==> src/rtl/core/bops_pkg.sv <==
// Shared types, widths and constants of the barrier option payoff statistics block.
package bops_pkg;

    localparam int PRICE_W   = 32;
    localparam int DISC_W    = 17;
    localparam int KIND_W    = 3;
    localparam int SUM_W     = 56;
    localparam int MAX_PATHS = 16777216;
    localparam int CNT_W     = $clog2(MAX_PATHS + 1);
    localparam int PROD_W    = PRICE_W + DISC_W;
    localparam int FRAC_W    = 16;
    localparam int DIV_CNT_W = $clog2(SUM_W);
    localparam int CFG_IDX_W = 2;
    localparam int CFG_DATA_W = 32;
    localparam int M_DATA_W  = 160;

    localparam logic [DISC_W-1:0] ONE_Q16 = DISC_W'(65536);

    // Register indexes of the configuration port.
    localparam logic [CFG_IDX_W-1:0] CFG_KIND     = 2'd0;
    localparam logic [CFG_IDX_W-1:0] CFG_STRIKE   = 2'd1;
    localparam logic [CFG_IDX_W-1:0] CFG_BARRIER  = 2'd2;
    localparam logic [CFG_IDX_W-1:0] CFG_DISCOUNT = 2'd3;

    // Bit positions inside barrier_kind.
    localparam int KIND_PUT  = 2;
    localparam int KIND_DOWN = 1;
    localparam int KIND_IN   = 0;

    typedef enum logic [2:0] {
        ST_IDLE,
        ST_GATE,
        ST_MUL,
        ST_ACC,
        ST_DSTART,
        ST_DIV,
        ST_OUT
    } state_t;

    typedef struct packed {
        logic take;       // sample transfer this cycle
        logic gate;       // barrier test and vanilla value
        logic mul;        // discounting multiply
        logic acc;        // run statistics update
        logic div_start;  // launch the mean division
        logic load_out;   // move the result into the output register
    } ctrl_cmd_t;

    typedef struct packed {
        logic batch;      // the finished path closes the run
        logic div_done;   // quotient ready
        logic out_free;   // output register can take a result
    } ctrl_stat_t;

endpackage

==> src/rtl/core/barrier_option_payoff_stats.sv <==
// Top level of the barrier option payoff statistics block.
// Samples that do not end a path are taken one per cycle and give no result.
// A path end sample holds off input through the barrier test, discount multiply,
// statistics update and output load; more while the output register is still full.
// A run end adds the mean division, which makes one quotient bit per cycle.
// Synchronous active-low reset restores register defaults and clears all run state.
module barrier_option_payoff_stats (
    input  logic                               aclk,
    input  logic                               aresetn,
    input  logic                               cfg_wr_en,
    input  logic [bops_pkg::CFG_IDX_W-1:0]     cfg_addr,
    input  logic [bops_pkg::CFG_DATA_W-1:0]    cfg_wdata,
    input  logic                               s_tvalid,
    output logic                               s_tready,
    input  logic [bops_pkg::PRICE_W-1:0]       s_tdata,   // price
    input  logic                               s_tlast,   // path_end
    input  logic                               s_tuser,   // batch_end
    output logic                               m_tvalid,
    input  logic                               m_tready,
    // payoff, mean_payoff, best_payoff, worst_payoff, path_total, zero fill
    output logic [bops_pkg::M_DATA_W-1:0]      m_tdata,
    output logic                               m_tuser    // stats_valid
);

    bops_pkg::ctrl_cmd_t  cmd;
    bops_pkg::ctrl_stat_t stat;

    bops_ctrl u_ctrl (
        .aclk     (aclk),
        .aresetn  (aresetn),
        .s_tvalid (s_tvalid),
        .s_tlast  (s_tlast),
        .s_tready (s_tready),
        .stat     (stat),
        .cmd      (cmd)
    );

    bops_dp u_dp (
        .aclk        (aclk),
        .aresetn     (aresetn),
        .cfg_wr_en   (cfg_wr_en),
        .cfg_addr    (cfg_addr),
        .cfg_wdata   (cfg_wdata),
        .s_price     (s_tdata),
        .s_batch_end (s_tuser),
        .cmd         (cmd),
        .stat        (stat),
        .m_tvalid    (m_tvalid),
        .m_tready    (m_tready),
        .m_tdata     (m_tdata),
        .m_tuser     (m_tuser)
    );

endmodule

==> src/rtl/core/bops_div.sv <==
// Restoring divider, one quotient bit per cycle, for the mean payoff.
module bops_div (
    input  logic                         aclk,
    input  logic                         aresetn,
    input  logic                         start,
    input  logic [bops_pkg::SUM_W-1:0]   dividend,
    input  logic [bops_pkg::CNT_W-1:0]   divisor,
    output logic                         done,
    output logic [bops_pkg::SUM_W-1:0]   quotient
);

    logic                           busy_reg, busy_next;
    logic                           done_reg, done_next;
    logic [bops_pkg::DIV_CNT_W-1:0] cnt_reg, cnt_next;
    logic [bops_pkg::SUM_W-1:0]     dq_reg, dq_next;
    logic [bops_pkg::CNT_W-1:0]     dvs_reg, dvs_next;
    logic [bops_pkg::CNT_W-1:0]     rem_reg, rem_next;
    logic [bops_pkg::CNT_W:0]       rem_sh;
    logic [bops_pkg::CNT_W:0]       rem_sub;
    logic                           fits;

    // The dividend shifts out at the top while quotient bits enter at the bottom.
    assign rem_sh  = {rem_reg, dq_reg[bops_pkg::SUM_W-1]};
    assign rem_sub = rem_sh - {1'b0, dvs_reg};
    assign fits    = (rem_sh >= {1'b0, dvs_reg});

    always_comb begin
        busy_next = busy_reg;
        done_next = 1'b0;
        cnt_next  = cnt_reg;
        dq_next   = dq_reg;
        dvs_next  = dvs_reg;
        rem_next  = rem_reg;
        if (start) begin
            busy_next = 1'b1;
            cnt_next  = '0;
            dq_next   = dividend;
            dvs_next  = divisor;
            rem_next  = '0;
        end else if (busy_reg) begin
            dq_next  = {dq_reg[bops_pkg::SUM_W-2:0], fits};
            rem_next = fits ? rem_sub[bops_pkg::CNT_W-1:0] : rem_sh[bops_pkg::CNT_W-1:0];
            cnt_next = cnt_reg + 1'b1;
            if (cnt_reg == bops_pkg::DIV_CNT_W'(bops_pkg::SUM_W - 1)) begin
                busy_next = 1'b0;
                done_next = 1'b1;
            end
        end
    end

    always_ff @(posedge aclk) begin
        if (!aresetn) begin
            busy_reg <= 1'b0;
            done_reg <= 1'b0;
            cnt_reg  <= '0;
        end else begin
            busy_reg <= busy_next;
            done_reg <= done_next;
            cnt_reg  <= cnt_next;
        end
        dq_reg  <= dq_next;
        dvs_reg <= dvs_next;
        rem_reg <= rem_next;
    end

    assign done     = done_reg;
    assign quotient = dq_reg;

endmodule

==> src/rtl/core/bops_dp.sv <==
// Datapath: configuration, path extremes, payoff, run statistics and output register.
module bops_dp (
    input  logic                               aclk,
    input  logic                               aresetn,
    input  logic                               cfg_wr_en,
    input  logic [bops_pkg::CFG_IDX_W-1:0]     cfg_addr,
    input  logic [bops_pkg::CFG_DATA_W-1:0]    cfg_wdata,
    input  logic [bops_pkg::PRICE_W-1:0]       s_price,
    input  logic                               s_batch_end,
    input  bops_pkg::ctrl_cmd_t                cmd,
    output bops_pkg::ctrl_stat_t               stat,
    output logic                               m_tvalid,
    input  logic                               m_tready,
    output logic [bops_pkg::M_DATA_W-1:0]      m_tdata,
    output logic                               m_tuser
);

    localparam int PW = bops_pkg::PRICE_W;

    logic [bops_pkg::KIND_W-1:0] kind_reg;
    logic [PW-1:0]               strike_reg;
    logic [PW-1:0]               barrier_reg;
    logic [bops_pkg::DISC_W-1:0] disc_reg;

    logic [PW-1:0]               high_reg, low_reg, last_reg;
    logic                        batch_reg;
    logic [PW-1:0]               value_reg, pay_reg;
    logic [bops_pkg::SUM_W-1:0]  sum_reg;
    logic [PW-1:0]               best_reg, worst_reg;
    logic [bops_pkg::CNT_W-1:0]  count_reg;

    logic                        out_valid_reg;
    logic [PW-1:0]               out_pay_reg, out_mean_reg, out_best_reg, out_worst_reg;
    logic [bops_pkg::CNT_W-1:0]  out_total_reg;
    logic                        out_stats_reg;

    logic                        hit, pays;
    logic [PW:0]                 up_diff, down_diff;
    logic [PW-1:0]               value_next;
    logic [bops_pkg::DISC_W-1:0] disc_eff;
    logic [bops_pkg::PROD_W-1:0] prod;
    logic                        div_done;
    logic [bops_pkg::SUM_W-1:0]  quotient;
    logic [PW-1:0]               mean;

    // Barrier test on the extremes, which already hold the path's last sample.
    always_comb begin
        if (kind_reg[bops_pkg::KIND_DOWN]) begin
            hit = (low_reg <= barrier_reg);
        end else begin
            hit = (high_reg >= barrier_reg);
        end
        pays      = (hit == kind_reg[bops_pkg::KIND_IN]);
        up_diff   = {1'b0, last_reg} - {1'b0, strike_reg};
        down_diff = {1'b0, strike_reg} - {1'b0, last_reg};
        if (!pays) begin
            value_next = '0;
        end else if (kind_reg[bops_pkg::KIND_PUT]) begin
            value_next = down_diff[PW] ? '0 : down_diff[PW-1:0];
        end else begin
            value_next = up_diff[PW] ? '0 : up_diff[PW-1:0];
        end
    end

    assign disc_eff = (disc_reg > bops_pkg::ONE_Q16) ? bops_pkg::ONE_Q16 : disc_reg;
    assign prod     = value_reg * disc_eff;

    bops_div u_div (
        .aclk     (aclk),
        .aresetn  (aresetn),
        .start    (cmd.div_start),
        .dividend (sum_reg),
        .divisor  (count_reg),
        .done     (div_done),
        .quotient (quotient)
    );

    assign mean = (count_reg == '0) ? '0 : quotient[PW-1:0];

    always_ff @(posedge aclk) begin
        if (!aresetn) begin
            kind_reg      <= '0;
            strike_reg    <= '0;
            barrier_reg   <= '0;
            disc_reg      <= bops_pkg::ONE_Q16;
            high_reg      <= '0;
            low_reg       <= '1;
            sum_reg       <= '0;
            best_reg      <= '0;
            worst_reg     <= '1;
            count_reg     <= '0;
            out_valid_reg <= 1'b0;
        end else begin
            if (cfg_wr_en) begin
                unique case (cfg_addr)
                    bops_pkg::CFG_KIND:     kind_reg    <= cfg_wdata[bops_pkg::KIND_W-1:0];
                    bops_pkg::CFG_STRIKE:   strike_reg  <= cfg_wdata[PW-1:0];
                    bops_pkg::CFG_BARRIER:  barrier_reg <= cfg_wdata[PW-1:0];
                    bops_pkg::CFG_DISCOUNT: disc_reg    <= cfg_wdata[bops_pkg::DISC_W-1:0];
                    default: ;
                endcase
            end
            if (cmd.take) begin
                if (s_price > high_reg) begin
                    high_reg <= s_price;
                end
                if (s_price < low_reg) begin
                    low_reg <= s_price;
                end
            end
            if (cmd.gate) begin
                high_reg <= '0;
                low_reg  <= '1;
            end
            if (cmd.acc && (count_reg < bops_pkg::CNT_W'(bops_pkg::MAX_PATHS))) begin
                sum_reg   <= sum_reg + bops_pkg::SUM_W'(pay_reg);
                count_reg <= count_reg + 1'b1;
                if (pay_reg > best_reg) begin
                    best_reg <= pay_reg;
                end
                if (pay_reg < worst_reg) begin
                    worst_reg <= pay_reg;
                end
            end
            if (cmd.load_out) begin
                out_valid_reg <= 1'b1;
                if (batch_reg) begin
                    sum_reg   <= '0;
                    best_reg  <= '0;
                    worst_reg <= '1;
                    count_reg <= '0;
                end
            end else if (m_tready) begin
                out_valid_reg <= 1'b0;
            end
        end
        if (cmd.take) begin
            last_reg  <= s_price;
            batch_reg <= s_batch_end;
        end
        if (cmd.gate) begin
            value_reg <= value_next;
        end
        if (cmd.mul) begin
            pay_reg <= prod[bops_pkg::FRAC_W +: PW];
        end
        if (cmd.load_out) begin
            out_pay_reg   <= pay_reg;
            out_stats_reg <= batch_reg;
            out_mean_reg  <= batch_reg ? mean : '0;
            out_best_reg  <= batch_reg ? best_reg : '0;
            out_worst_reg <= batch_reg ? worst_reg : '0;
            out_total_reg <= batch_reg ? count_reg : '0;
        end
    end

    assign stat.batch    = batch_reg;
    assign stat.div_done = div_done;
    assign stat.out_free = !out_valid_reg || m_tready;

    assign m_tvalid = out_valid_reg;
    assign m_tuser  = out_stats_reg;
    assign m_tdata  = {(bops_pkg::M_DATA_W - 4 * PW - bops_pkg::CNT_W)'(0), out_total_reg,
                       out_worst_reg, out_best_reg, out_mean_reg, out_pay_reg};

endmodule

==> src/rtl/core/bops_ctrl.sv <==
// Controller state machine that sequences the path end and run end work.
module bops_ctrl (
    input  logic                  aclk,
    input  logic                  aresetn,
    input  logic                  s_tvalid,
    input  logic                  s_tlast,
    output logic                  s_tready,
    input  bops_pkg::ctrl_stat_t  stat,
    output bops_pkg::ctrl_cmd_t   cmd
);

    bops_pkg::state_t state_reg, state_next;

    always_comb begin
        state_next = state_reg;
        unique case (state_reg)
            bops_pkg::ST_IDLE: begin
                if (s_tvalid && s_tlast) begin
                    state_next = bops_pkg::ST_GATE;
                end
            end
            bops_pkg::ST_GATE:   state_next = bops_pkg::ST_MUL;
            bops_pkg::ST_MUL:    state_next = bops_pkg::ST_ACC;
            bops_pkg::ST_ACC:    state_next = stat.batch ? bops_pkg::ST_DSTART : bops_pkg::ST_OUT;
            bops_pkg::ST_DSTART: state_next = bops_pkg::ST_DIV;
            bops_pkg::ST_DIV: begin
                if (stat.div_done) begin
                    state_next = bops_pkg::ST_OUT;
                end
            end
            bops_pkg::ST_OUT: begin
                if (stat.out_free) begin
                    state_next = bops_pkg::ST_IDLE;
                end
            end
            default: state_next = bops_pkg::ST_IDLE;
        endcase
    end

    always_comb begin
        cmd      = '0;
        s_tready = 1'b0;
        unique case (state_reg)
            bops_pkg::ST_IDLE: begin
                s_tready = 1'b1;
                cmd.take = s_tvalid;
            end
            bops_pkg::ST_GATE:   cmd.gate = 1'b1;
            bops_pkg::ST_MUL:    cmd.mul = 1'b1;
            bops_pkg::ST_ACC:    cmd.acc = 1'b1;
            bops_pkg::ST_DSTART: cmd.div_start = 1'b1;
            bops_pkg::ST_DIV:    ;
            bops_pkg::ST_OUT:    cmd.load_out = stat.out_free;
            default: ;
        endcase
    end

    always_ff @(posedge aclk) begin
        if (!aresetn) begin
            state_reg <= bops_pkg::ST_IDLE;
        end else begin
            state_reg <= state_next;
        end
    end

endmodule

==> config.mk <==
export PLATFORM = sky130hd
export DESIGN_NAME = barrier_option_payoff_stats
export DESIGN_NICKNAME = d
export VERILOG_FILES = /design/src/rtl/core/bops_pkg.sv /design/src/rtl/core/barrier_option_payoff_stats.sv /design/src/rtl/core/bops_div.sv /design/src/rtl/core/bops_dp.sv /design/src/rtl/core/bops_ctrl.sv
export SDC_FILE = /design/constraint.sdc
export NUM_CORES = 2
export LEC_CHECK = 0
export ABC_AREA = 1
export BUFFER_PORTS_ARGS = -buffer_cell sky130_fd_sc_hd__buf_4
export CAP_MARGIN = 20
export CORE_ASPECT_RATIO = 0.5
export CORE_MARGIN = 2
export CORE_UTILIZATION = 25
export DETAILED_ROUTE_END_ITERATION = 10
export PLACE_DENSITY_LB_ADDON = 0.3
export SLEW_MARGIN = 20
export SYNTH_ARGS = -nofsm -noshare
export SYNTH_HDL_FRONTEND = slang
export SYNTH_SLANG_ARGS = --single-unit
==> constraint.sdc <==
create_clock -name aclk -period 7.8 [get_ports aclk]
set_input_delay 0 -clock aclk [delete_from_list [all_inputs] [get_ports aclk]]
set_output_delay 0 -clock aclk [all_outputs]
set_load 0.05 [all_outputs]
; Word-level counts from Yosys, hierarchy flattened
; Cells that the tools add are included.
[word_totals]
word_cells = 121
input_bits = 73
out_inout_bits = 163
regBits = 662
[classes]
muxes = 40
eq_ne = 14
add_sub_neg = 6
magnitude_cmp = 9
bitwise_logic = 3
mul = 1
reduce_logical = 20
[ops]
columns = cell, n
row1 = $mux 32, 11
row2 = $mux 56, 5
row3 = $mux 25, 4
row4 = $sub 32x32->33, 2
row5 = $gt 32x32->1, 2
row6 = $lt 32x32->1, 2
row7 = $add 56x32->56, 1
row8 = $mul 32x17->48, 1
row9 = $ge 32x32->1, 1
row10 = $le 32x32->1, 1
row11 = $ge 26x25->1, 1
row12 = $add 25x1->25 const B, 1
row13 = $logic_not 25->1, 1
row14 = $lt 25x25->1 const B, 1
row15 = $sub 25x25->25, 1
row16 = $pmux 3 s7, 1
row17 = $gt 17x17->1 const B, 1
row18 = $mux 17, 1
row19 = $mux 1, 14
row20 = $reduce_and 2->1, 6
row21 = $eq 3x3->1 const B, 3
row22 = $mux 3, 3
row23 = $add 6x1->6 const B, 1
row24 = $eq 3x2->1 const B, 2
row25 = other kinds (17), 26

; Depth between registers and ports, before layout
[depth]
word_depth = 6
ltp_mapped = 34
mapped_depth_nobuf = 32

; Modules after synthesis
; Synthesis repeated with hierarchy kept, for this count alone.
[hier_totals]
cells_unflattened = 7388
hier_area_um2 = 56301.5
[by_module_without_submodules]
columns = module, n_inst, cells_each, area_per_inst_um2, seq_area_each_um2
row1 = bops_dp, 1, 6455, 49322.3, 13422.9
row2 = bops_div, 1, 891, 6736.5, 3093.0
row3 = bops_ctrl, 1, 42, 242.7, 60.1

; Worst setup path after synthesis
; Ideal clock, no wire load.
[synth_path]
path_type = reg-to-reg
start = register u_dp.disc_reg[5] in the netlist's numbering
end = register u_dp.pay_reg[29] (data pin)
path_buffers = 2
t_arrival_ps = 5923
setup_time_ps = 258
period_less_slack_ps = 6181
stages_incl_launch_ff = 28
required_ps = 7542
slack_ps = 1619
cell_sequence = dfxtp_1 inv_2 nand4_1 nor2_1 nand4_1 nand2_1 inv_2 buf_6 nor2_2 inv_2 clkbuf_1 nor2_1 fa_1 fa_1 fa_1 fa_1 fa_1 inv_1 fa_1 inv_1 ha_1 a21oi_1 o21ai_0 a21oi_1 o21ai_0 nand2_1 nand3_1 xor2_1
[synth_between]
elab_chain_len = 3
[synth_lines]
columns = item, line
row1 = start: declaration, bops_dp.sv:23  ; logic [bops_pkg::DISC_W-1:0] disc_reg;
row2 = start signal: assignment, bops_dp.sv:85  ; disc_reg <= bops_pkg::ONE_Q16;
row3 = start signal: assignment, bops_dp.sv:99  ; bops_pkg::CFG_DISCOUNT: disc_reg <= cfg_wdata[bops_pkg::DISC_W-1:0];
row4 = $gt 17x17->1, bops_dp.sv:65  ; assign disc_eff = (disc_reg > bops_pkg::ONE_Q16) ? bops_pkg::ONE_Q16 : disc_reg;
row5 = $mux 17 (*), bops_dp.sv:65
row6 = $mul 32x17->48 (*), bops_dp.sv:66  ; assign prod = value_reg * disc_eff;
row7 = via u_dp.prod (one bit), bops_dp.sv:41  ; logic [bops_pkg::PROD_W-1:0] prod;
row8 = end signal: assignment, bops_dp.sv:145  ; pay_reg <= prod[bops_pkg::FRAC_W +: PW];
row9 = end: declaration, bops_dp.sv:27  ; logic [PW-1:0] value_reg, pay_reg;
; Mark *: on every way through the listed nets, which the timed path passes. The rest lies on a longest branch.
; A chain may end at the register's enable or synchronous reset.

; Worst setup path after layout
[layout_path]
start = register u_dp.disc_reg[5] in the netlist's numbering
end = register u_dp.pay_reg[26] (data pin)
; Same word-level chain as after synthesis.

==> flow_summary.json <==
{
  "synth_common_cells": "1768 x nand2_1, 1517 x inv_1, 742 x nor2_1",
  "ctsHoldBuffers": 75,
  "yosysSeqAreaShare": 0.293,
  "synth_cells": 7476,
  "drt-wirelength-per-cell_um": 17.2,
  "area_growth_pct": 14.4,
  "synth-edff-count": 332,
  "setup_tns_ns": 0,
  "slew_headroom": 0.303,
  "whs_ns": 0.104,
  "die-area_um2": 230000,
  "tightest_slew_ns": 1.04,
  "vias_per_cell": 4.44,
  "synthArstFlopShare": 0,
  "pwr-share-clk": 0.211,
  "slowest_stage": "nor2_2",
  "port_buffers": 228,
  "synthDistinctLibCells": 62,
  "grt_util_all_layers": 0.158,
  "drt_iter0_drc": 3438,
  "nFillCells": 24600,
  "synth_top_family_by_area": "adder cells",
  "avgSynthCellArea_um2": 7.56,
  "switching_share": 0.462,
  "ff2ff_path_depth": 28,
  "ant_nets": 0,
  "ios": 236,
  "cap_violations": 0,
  "cts.reportedPaths.clkPinSlew_ns": 0.07,
  "post-cts-setup-buffers": 0,
  "synthSimpleGateAreaFrac": 0.230,
  "cts-buffers-inserted": 71,
  "synth_top_cells_by_area": "edfxtp_1 18%, fa_1 16%, nand2_1 12%",
  "start_util": 0.251,
  "hold_class": "input pin to flop",
  "route.detailed.drc": 0,
  "synth_area_leader_cell": "edfxtp_1",
  "p_switching_w": 0.00779,
  "grt_first_pass_wirelength_um": 284000,
  "cp_max_fo": 19,
  "status": "finished, final reports clean",
  "synth_warnings": 0,
  "fin_crit_sh": 0.946,
  "hold_depth": 4,
  "dpl_cell_area_um2": 61500,
  "wirelength_um": 185000,
  "sequentialPowerShare": 0.316,
  "slew_violations": 0,
  "vdd_drop_max_v": 0.000158,
  "crit_arrival_ns": 7.86,
  "num_rows": 123,
  "worstSetupStartpointType": "flop",
  "grt_overflow": 0,
  "grt_pass1_vias": 47600,
  "setup_viol": 0,
  "synth_compound_area_frac": 0.0834,
  "htree_num_levels": 3,
  "synth_mux_area_frac": 0,
  "cpMostUsedCell": "fa_1",
  "crit_type": "flop to flop",
  "cpPeakStageDelay_ns": 0.56,
  "synthesis.area_um2": 56500,
  "core_um2": 225000,
  "reg2reg_slack_ns": 0.42,
  "worstPathRequired_ns": 8.28,
  "power_density_nw_per_um2": 261,
  "tritoncts": "done",
  "vias": 47700,
  "grt_max_degree": 85,
  "chipHeight_um": 340,
  "synth-seq-cells": 662,
  "p_comb_frac": 0.473,
  "synth_top_cell_area_share": 0.176,
  "final_nets": 8638,
  "die_x_um": 676,
  "power_leakage_nw": 31.3,
  "rsz0062_at_grt": "false",
  "clk_latency_ns": 0.70,
  "finalHoldViolations": 0,
  "stdcell_area_um2": 64700,
  "yosysMostFrequentCell": "nand2_1",
  "drive_gt1_frac": 0.0703,
  "fmax_mhz": 135,
  "synth_flop_cell": "edfxtp_1",
  "clock_skew_ns": 0.0742,
  "first_pass_iters": 6,
  "cts_resized": 0,
  "cts_max_path_buffers": 3,
  "worst_setup_path_end_kind": "flop",
  "antenna_found_initial": 6,
  "intPower_w": 0.00906,
  "period_minus_slack_ns": 7.38,
  "cts_root_buf": "clkbuf_16",
  "cts.sinks": 662,
  "synth-adder-area-share": 0.255,
  "gp_congestion": 0.922,
  "synth-xor-area-share": 0.0130,
  "hpwl_um": 146000
}
==> critical path: cells and delay by family, from the launching register on <==
family | cells | cell delay [ns]
buffers and inverters | 8 | 1.00
DFF | 1 | 0.31
adders and majority gates | 7 | 3.48
xor gates and xnor gates | 1 | 0.28
and+or+nand+nor | 12 | 2.12
==> metrics by stage <==
step                      std cells  power, W  setup slack, ns  utilization
after CTS                     10700    0.0170            0.455        0.288
final                         10700    0.0169            0.418        0.288
after global routing          10700    0.0183           0.0828        0.288
after floorplan                7482    0.0107             1.62            -
after detailed placement      10500    0.0134            0.423        0.274
after global placement        10500    0.0133            0.486        0.274
==> area by class of cell <==
class,instances,area [um2],area share
multi-input combinational,4999,33000,0.510
antenna,4,10.0,0.000155
timing repair buffer,380,3080,0.0476
clock inverter,40,434,0.00672
tap,3000,3750,0.0581
sequential,662,16600,0.256
inverter,1570,5900,0.0913
clock buffer,92,1950,0.0301
==> power groups by stage <==
stage	Clock [W]	Combinational, W	Sequential (W)
2_1_floorplan	0	0.00563	0.00508
6_report	0.00355	0.00798	0.00533
5_1_grt	0.00378	0.00910	0.00540
4_1_cts	0.00365	0.00804	0.00533
3_5_place_dp	0	0.00796	0.00540
3_3_place_gp	0	0.00789	0.00539
==> path summary, 6_finish.rpt <==
path | startpoint | to
min reg2reg | u_dp.low_reg[0] | u_dp.low_reg[0]
max reg2reg | u_dp.disc_reg[5] | u_dp.pay_reg[26]
max | u_dp.disc_reg[5] | u_dp.pay_reg[26]
min | s_tvalid | u_dp.batch_reg
==> routing by layer <==
metal | global-route usage | wire length (um) | part of all wire | vias up
met2 | 0.258 | 82300 | 0.45 | 1155
met4 | 0.0342 | 4100 | 0.022 | 2
li1 | - | - | - | 23600
met1 | 0.219 | 87000 | 0.47 | 22700
met3 | 0.0290 | 11500 | 0.062 | 214
met5 | 0 | 15 | 0.000081 | -
==> layout by cell type, fill, tap and decap left out, types with 41 or more instances in the layout <==
cell / Yosys / layout
dlygate4sd3_1: 0 / 75
inv_2: 40 / 41
nor3_1: 49 / 49
edfxtp_1: 332 / 332
a21oi_1: 460 / 460
xor2_1: 47 / 47
dfxtp_1: 330 / 330
o21ai_0: 268 / 268
fa_1: 450 / 450
ha_1: 431 / 431
clkbuf_16: 0 / 72
buf_4: 29 / 302
nor2_1: 742 / 735
inv_1: 1517 / 1514
nand2_1: 1768 / 1765
nand4_1: 84 / 84
nand3_1: 419 / 419
==> logic make-up after synthesis <==
kind of cell    after synthesis
other cells                   1
flops                       662
buf+inv                    1821
compound gates              869
simple gates               3158
xor+xnor                     84
fa+ha+maj                   881
No activity file was read; power rests on OpenSTA's default activity.
